[src/rtl/core/mscp_pkg.sv]
// Shared types, code constants and the start code classifier
// for the MPEG-1 start code parser. No dependencies.
`timescale 1ns / 1ps

package mscp_pkg;

   localparam logic [1:0] PHASE_SCAN   = 2'd0;
   localparam logic [1:0] PHASE_CODE   = 2'd1;
   localparam logic [1:0] PHASE_HEAD   = 2'd2;
   localparam logic [1:0] PHASE_UNUSED = 2'd3;

   localparam logic [3:0] KIND_PACK     = 4'd0;
   localparam logic [3:0] KIND_SYSTEM   = 4'd1;
   localparam logic [3:0] KIND_SEQUENCE = 4'd2;
   localparam logic [3:0] KIND_GOP      = 4'd3;
   localparam logic [3:0] KIND_PICTURE  = 4'd4;
   localparam logic [3:0] KIND_SLICE    = 4'd5;
   localparam logic [3:0] KIND_VIDEO    = 4'd6;
   localparam logic [3:0] KIND_AUDIO    = 4'd7;
   localparam logic [3:0] KIND_UNKNOWN  = 4'd8;

   localparam logic [7:0] CODE_PICTURE   = 8'h00;
   localparam logic [7:0] CODE_SLICE_LO  = 8'h01;
   localparam logic [7:0] CODE_SLICE_HI  = 8'hAF;
   localparam logic [7:0] CODE_SEQUENCE  = 8'hB3;
   localparam logic [7:0] CODE_GOP       = 8'hB8;
   localparam logic [7:0] CODE_PACK      = 8'hBA;
   localparam logic [7:0] CODE_SYSTEM    = 8'hBB;
   localparam logic [7:0] CODE_AUDIO_LO  = 8'hC0;
   localparam logic [7:0] CODE_AUDIO_HI  = 8'hDF;
   localparam logic [7:0] CODE_VIDEO_LO  = 8'hE0;
   localparam logic [7:0] CODE_VIDEO_HI  = 8'hEF;
   localparam logic [7:0] PREFIX_END     = 8'h01;

   // Packed MSB first, so start_code lands in the lowest bits.
   typedef struct packed {
      logic [2:0]  coding_type;
      logic [3:0]  rate_code;
      logic [11:0] frame_height;
      logic [11:0] frame_width;
      logic [3:0]  code_kind;
      logic [7:0]  start_code;
   } mscp_result_type;

   typedef struct packed {
      logic [1:0] phase;
      logic [1:0] zero_run;
      logic [1:0] payload_index;
   } mscp_status_type;

   function automatic logic [3:0] classify(input logic [7:0] code);
      logic [3:0] kind;
      priority if (code == CODE_PACK)      kind = KIND_PACK;
      else if (code == CODE_SYSTEM)        kind = KIND_SYSTEM;
      else if (code == CODE_SEQUENCE)      kind = KIND_SEQUENCE;
      else if (code == CODE_GOP)           kind = KIND_GOP;
      else if (code == CODE_PICTURE)       kind = KIND_PICTURE;
      else if (code >= CODE_SLICE_LO && code <= CODE_SLICE_HI) kind = KIND_SLICE;
      else if (code >= CODE_AUDIO_LO && code <= CODE_AUDIO_HI) kind = KIND_AUDIO;
      else if (code >= CODE_VIDEO_LO && code <= CODE_VIDEO_HI) kind = KIND_VIDEO;
      else                                 kind = KIND_UNKNOWN;
      return kind;
   endfunction

endpackage

[src/rtl/core/mscp_parser.sv]
// Byte-wise prefix scanner and header field extractor.
// Depends on mscp_pkg; result is combinational from the current beat.
`timescale 1ns / 1ps

module mscp_parser (
   input  logic                     clock,
   input  logic                     reset,
   input  logic                     byte_take,
   input  logic [7:0]               data_byte,
   output logic                     result_valid,
   output mscp_pkg::mscp_result_type result,
   output mscp_pkg::mscp_status_type status
);
   import mscp_pkg::*;

   logic [1:0] phase_ff, phase_in;
   logic [1:0] zero_run_ff, zero_run_in;
   logic [1:0] payload_index_ff, payload_index_in;
   logic [7:0] held_code_ff, held_code_in;
   logic [7:0] held_bytes_ff [3];
   logic       held_we;

   always_comb begin
      phase_in         = phase_ff;
      zero_run_in      = zero_run_ff;
      payload_index_in = payload_index_ff;
      held_code_in     = held_code_ff;
      held_we          = 1'b0;
      result_valid     = 1'b0;
      result           = '0;
      result.start_code = data_byte;
      unique case (phase_ff)
         PHASE_CODE: begin
            if (data_byte == CODE_SEQUENCE || data_byte == CODE_PICTURE) begin
               held_code_in     = data_byte;
               payload_index_in = 2'd0;
               phase_in         = PHASE_HEAD;
            end else begin
               result_valid     = 1'b1;
               phase_in         = PHASE_SCAN;
               zero_run_in      = 2'd0;
               payload_index_in = 2'd0;
            end
         end
         PHASE_HEAD: begin
            if (held_code_ff == CODE_SEQUENCE) begin
               if (payload_index_ff < 2'd3) begin
                  held_we          = 1'b1;
                  payload_index_in = payload_index_ff + 2'd1;
               end else begin
                  result_valid        = 1'b1;
                  result.start_code   = CODE_SEQUENCE;
                  result.frame_width  = {held_bytes_ff[0], held_bytes_ff[1][7:4]};
                  result.frame_height = {held_bytes_ff[1][3:0], held_bytes_ff[2]};
                  result.rate_code    = data_byte[3:0];
               end
            end else begin
               if (payload_index_ff < 2'd1) begin
                  held_we          = 1'b1;
                  payload_index_in = 2'd1;
               end else begin
                  result_valid       = 1'b1;
                  result.start_code  = CODE_PICTURE;
                  result.coding_type = data_byte[5:3];
               end
            end
            if (result_valid) begin
               phase_in         = PHASE_SCAN;
               zero_run_in      = 2'd0;
               payload_index_in = 2'd0;
            end
         end
         default: begin
            // scanning; the unused phase code behaves the same
            if (data_byte == 8'h00) begin
               if (zero_run_ff < 2'd2) zero_run_in = zero_run_ff + 2'd1;
               phase_in = PHASE_SCAN;
            end else if (data_byte == PREFIX_END && zero_run_ff == 2'd2) begin
               zero_run_in = 2'd0;
               phase_in    = PHASE_CODE;
            end else begin
               zero_run_in = 2'd0;
               phase_in    = PHASE_SCAN;
            end
         end
      endcase
      result.code_kind = classify(result.start_code);
   end

   always_ff @(posedge clock) begin
      if (reset) begin
         phase_ff         <= PHASE_SCAN;
         zero_run_ff      <= 2'd0;
         payload_index_ff <= 2'd0;
      end else if (byte_take) begin
         phase_ff         <= phase_in;
         zero_run_ff      <= zero_run_in;
         payload_index_ff <= payload_index_in;
      end
   end

   // payload: no reset
   always_ff @(posedge clock) begin
      if (byte_take) begin
         held_code_ff <= held_code_in;
         if (held_we) held_bytes_ff[payload_index_ff] <= data_byte;
      end
   end

   assign status = '{phase: phase_ff, zero_run: zero_run_ff,
                     payload_index: payload_index_ff};

endmodule

[src/rtl/core/mpeg_start_code_parser_top.sv]
// MPEG-1 start code parser top: stream ports and the result register.
// Depends on mscp_pkg and mscp_parser.
// A result appears on rsp_tvalid in the cycle after the beat that completes it.
// Throughput: one byte per clock; set by the single parse step feeding the result register.
// A full result register stalls input only while rsp_tready is low.
// Reset (synchronous, active high) returns to prefix scan and drops any held result.
`timescale 1ns / 1ps

module mpeg_start_code_parser_top (
   input  logic        clock,
   input  logic        reset,
   // input beats
   input  logic        req_tvalid,
   output logic        req_tready,
   input  logic [7:0]  req_tdata,   // [7:0] data_byte
   // result beats
   output logic        rsp_tvalid,
   input  logic        rsp_tready,
   output logic [47:0] rsp_tdata    // [7:0] start_code, [11:8] code_kind,
                                    // [23:12] frame_width, [35:24] frame_height,
                                    // [39:36] rate_code, [42:40] coding_type,
                                    // [47:43] zero
);
   import mscp_pkg::*;

   logic            req_take;
   logic            parse_valid;
   mscp_result_type parse_result;
   mscp_status_type parse_status;

   logic            rsp_valid_ff, rsp_valid_in;
   mscp_result_type rsp_data_ff;

   // Take a byte whenever the result register is free or drains this cycle.
   assign req_tready = !rsp_valid_ff || rsp_tready;
   assign req_take   = req_tvalid && req_tready;

   mscp_parser u_parser (
      .clock        (clock),
      .reset        (reset),
      .byte_take    (req_take),
      .data_byte    (req_tdata),
      .result_valid (parse_valid),
      .result       (parse_result),
      .status       (parse_status)
   );

   always_comb begin
      rsp_valid_in = rsp_valid_ff && !rsp_tready;
      if (req_take && parse_valid) rsp_valid_in = 1'b1;
   end

   always_ff @(posedge clock) begin
      if (reset) begin
         rsp_valid_ff <= 1'b0;
      end else begin
         rsp_valid_ff <= rsp_valid_in;
      end
   end

   always_ff @(posedge clock) begin
      if (req_take && parse_valid) rsp_data_ff <= parse_result;
   end

   assign rsp_tvalid = rsp_valid_ff;
   assign rsp_tdata  = {5'b0, rsp_data_ff};

   // parser never enters the unused phase
   a_phase_used: assert property (@(posedge clock) disable iff (reset)
      parse_status.phase != PHASE_UNUSED)
      else $error("parser in unused phase");

   // size and rate fields only carry data for a sequence header
   a_seq_fields: assert property (@(posedge clock) disable iff (reset)
      (rsp_tvalid && rsp_data_ff.code_kind != KIND_SEQUENCE) |->
      (rsp_data_ff.frame_width == 12'd0 && rsp_data_ff.frame_height == 12'd0 &&
       rsp_data_ff.rate_code == 4'd0))
      else $error("sequence fields set on other code");

   // every produced result restarts the prefix scan
   a_restart: assert property (@(posedge clock) disable iff (reset)
      (req_take && parse_valid) |=>
      (parse_status.phase == PHASE_SCAN && parse_status.zero_run == 2'd0 &&
       parse_status.payload_index == 2'd0 && rsp_tvalid))
      else $error("scan not restarted after result");

endmodule

[config.mk]
export PLATFORM = sky130hd
export DESIGN_NAME = mpeg_start_code_parser_top
export DESIGN_NICKNAME = d
export VERILOG_FILES = /design/src/rtl/core/mscp_pkg.sv /design/src/rtl/core/mscp_parser.sv /design/src/rtl/core/mpeg_start_code_parser_top.sv
export SDC_FILE = /design/constraint.sdc
export NUM_CORES = 1
export LEC_CHECK = 0
export ABC_AREA = 1
export BUFFER_PORTS_ARGS = -buffer_cell sky130_fd_sc_hd__buf_2
export CORE_ASPECT_RATIO = 0.7
export CORE_MARGIN = 10
export CORE_UTILIZATION = 55
export CTS_BUF_LIST = sky130_fd_sc_hd__clkbuf_8
export CTS_CLUSTER_DIAMETER = 150
export DETAILED_ROUTE_END_ITERATION = 10
export GPL_ROUTABILITY_DRIVEN = 0
export GPL_TIMING_DRIVEN = 0
export PLACE_DENSITY = 0.77
export SLEW_MARGIN = 20
export SYNTH_ARGS = -nofsm -noshare
export SYNTH_HDL_FRONTEND = slang
export SYNTH_HIERARCHICAL = 1
export SYNTH_SLANG_ARGS = --single-unit
export TNS_END_PERCENT = 10
[constraint.sdc]
create_clock -name clock -period 4.3 [get_ports clock]
set_input_delay 0.86 -clock clock [delete_from_list [all_inputs] [get_ports clock]]
set_output_delay 0.86 -clock clock [all_outputs]
set_load 0.05 [all_outputs]
==> results.ini <==
[status]
status = finished, final reports clean

[placed_design]
placed_area_um2 = 3920
dp_hpwl_mm = 4.85
port_buffers = 56

[logic_synthesis]
yosys_most_used_dff = edfxtp_1
synthMuxAreaShare_pct = 0
ys.warnings.count = 6
yosysUniqueCellTypes = 29
synth_edf_count = 75
synthTopCellsByCount = 75 x edfxtp_1, 57 x inv_1, 51 x nor2_1
syn_inst = 299
ys_seq_elements = 82
synth_area_leaders = edfxtp_1 64%, inv_1 6.1%, nor2_1 5.5%
synth.most_common_cell = edfxtp_1
synth-xor-area-share_pct = 0
synth-async-reset-ratio_pct = 0
synthesis.area_um2 = 3490
syn_avg_cell_area_um2 = 11.7
ys_seq_area_share_pct = 68.5
synth_top_family_by_area = simple AND/OR/NAND/NOR gates
synth_top_area_cell = edfxtp_1
synth-compound-area-share_pct = 2.01
synth_simple_gate_area_share_pct = 18.3
synthAdderAreaFrac_pct = 2.51
netlist.area_leader.share_pct = 64.5

[finish]
num_antenna_cells = 0
fin_nets = 391
layout.area.seq_um2 = 2390
syn_to_final_growth_pct = 17.8
design_area_um2 = 4110
fill_cells = 457
multi_input_area_um2 = 821
drive_gt1_share_pct = 29.7

[sta]
rsz0062_at_grt = no
setup_viol = 0
finClkSkew_ps = 11.7
fmax_ghz = 0.370
slew_violations = 0
tightest_slew_ps = 793
period_needed_ps = 2710
finalHoldViolCount = 0
slew_headroom_pct = 46.9
fin_crit_sh_pct = 62.9

[clock_tree]
cts_resized = 0
clockBufferDepth = 2
cts-root-buf = clkbuf_8
numCtsBuffers = 9
cts_setup_buffers = 0
clk_latency_ps = 340
path_clk_slew_ps = 80
cts_tree = done
htreeDepth = 3
clock_sinks = 82
hold_buffers = 0

[power_and_ir_drop]
p_sw_uw = 326
ir_drop_mv = 0.180
p_int_uw = 1160
combPwrFrac_pct = 5.5
power_frac_seq_pct = 58.7
clockPowerShare_pct = 35.8
p_leak_uw = 0.00171
switching_share_pct = 22.0
powerDensity_nw_per_um2 = 361
total_power_uw = 1480

[floorplan]
dieArea_um2 = 9990
pin_count = 62
floorplan.core_area_um2 = 6190
start_util_pct = 56.5
chipHeight_um = 86.7
die_w_um = 115
rows = 24

[critical_path]
r2r-start = u_parser/payload_index_ff[0]$_SDFFE_PP0P_
critical_path_required_ps = 4350
cp-start-kind = flop
crit_type = flop to flop
r2r-end = rsp_tdata[30]$_DFFE_PP_
end_kind = flop
reg2reg_slack_ps = 1590
crit_fanout = 20
crit_start = u_parser/payload_index_ff[0]$_SDFFE_PP0P_
cpMaxStageDelayCell = nor3_4
rr_worst_depth = 12
max_stage_delay_ps = 500
worstPathArrival_ps = 2760
path_cells = inv_1 > ha_1 > inv_1 > nand3_4 > buf_8 > nand2_2 > a31oi_1 > nor2_1 > inv_1 > nor3_4 > buf_8 > buf_8

[grt]
track_usage_pct = 13.5
grt_pass1_vias = 2141
grt_overflow = 0
antenna_found_initial = 0
grt_max_degree = 21
grt_first_pass_wirelength_mm = 10.6

[detailed_routing]
first_pass_iters = 4
first_iter_violations = 167
avgRoutedWirePerCell_um = 14.2
antenna_left = 0
routed_via_density = 4.74
drc_errors = 0
wl_mm = 6.44
vias = 2155

[hold_path]
min_path_cells = 2
min_path_type = flop to flop
min_from = u_parser/phase_ff[1]$_SDFFE_PP0P_
min_delay_worst_endpoint = u_parser/phase_ff[1]$_SDFFE_PP0P_

[flow_run]
maxCapViolCount = 0

==> state kept, by name, summed over array words and instances (netlist names) <==
register and count:
u_parser/held_bytes_ff 24, u_parser/payload_index_ff 2, rsp_tdata 43, u_parser/zero_run_ff 2
u_parser/held_code_ff 8, u_parser/phase_ff 2, rsp_tvalid 1
==> kinds of logic after synthesis <==
family,after synthesis
other,1
adders and majority gates,7
and+or+nand+nor,125
AOI/OAI and AO/OA,12
DFF,82
buffers and inverters,72
==> placed cells by master, fill, tap and decap left out <==
master and instances:
nand2_4 2, nand4_1 5, o21ai_0 3, inv_2 6, a31oi_1 2, buf_1 2, a21oi_1 3, bufinv_16 1
a21oi_2 1, buf_2 57, nand3_4 3, conb_1 5, o21ai_2 1, inv_1 58, clkinv_4 1, nor3_4 1
nor2_2 5, nor2_1 51, nand2_2 8, nand3_2 2, nor4_2 1, buf_8 3, buf_4 5, nand3_1 7
o21ai_1 2, nor2_4 4, edfxtp_1 75, clkbuf_8 9, ha_1 7, dfxtp_1 7, nor3_1 1, inv_6 2
clkinv_1 2, nand2_1 35
==> routing by layer <==
metal / share of wire [%] / GRT usage [%]
met5: 0 / 0
met2: 47 / 21.9
met4: 0.89 / 3.14
met3: 8.6 / 5.73
met1: 44 / 16.3
==> worst max-delay path: cells and delay by family, from the launching register on <==
kind / cells / cell delay [ps]
buffers and inverters: 6 / 920
and+or+nand+nor: 4 / 850
DFF: 1 / 370
adders and majority gates: 1 / 190
AOI/OAI and AO/OA: 1 / 60
==> power groups by stage <==
| stage | combinational (uW) | clock (uW) | sequential [uW] |
|---|---|---|---|
| 2_1_floorplan | 46.5 | 0 | 899 |
| 3_3_place_gp | 78.7 | 0 | 889 |
| 3_5_place_dp | 81.0 | 0 | 889 |
| 4_1_cts | 81.4 | 547 | 870 |
| 5_1_grt | 90.6 | 580 | 871 |
| 6_report | 81.5 | 532 | 870 |
==> area by class of cell <==
class                      count  area share, %
sequential                    82           58.2
multi-input combinational    149           20.0
timing repair buffer          58           7.54
inverter                      63           5.75
clock buffer                   9           3.01
tap                           78           2.37
clock inverter                 7           1.64
buffer                         9           1.58
==> through the flow <==
stage,cells,TNS [ps],util [%],hold slack (ps),worst slack (ps)
after floorplan,303,0,-,454,783
after global placement,437,-7650,62.8,467,-182
after detailed placement,439,0,63.4,476,1260
after CTS,455,0,66.5,489,1560
after global routing,455,0,66.5,516,1350
final,455,0,66.5,489,1590
==> how the worst max path moves through the flow <==
| stage | to | slack (ps) | cells after the start |
|---|---|---|---|
| floorplan | rsp_tdata[0]$_DFFE_PP_ | 780 | 8 |
| global placement | rsp_tdata[29]$_DFFE_PP_ | -180 | 9 |
| detailed placement | rsp_tdata[26]$_DFFE_PP_ | 1260 | 11 |
| CTS | rsp_tdata[26]$_DFFE_PP_ | 1560 | 12 |
| global route | rsp_tdata[32]$_DFFE_PP_ | 1350 | 12 |
| finish | rsp_tdata[30]$_DFFE_PP_ | 1590 | 12 |
Power figures use the tool's default switching activity.
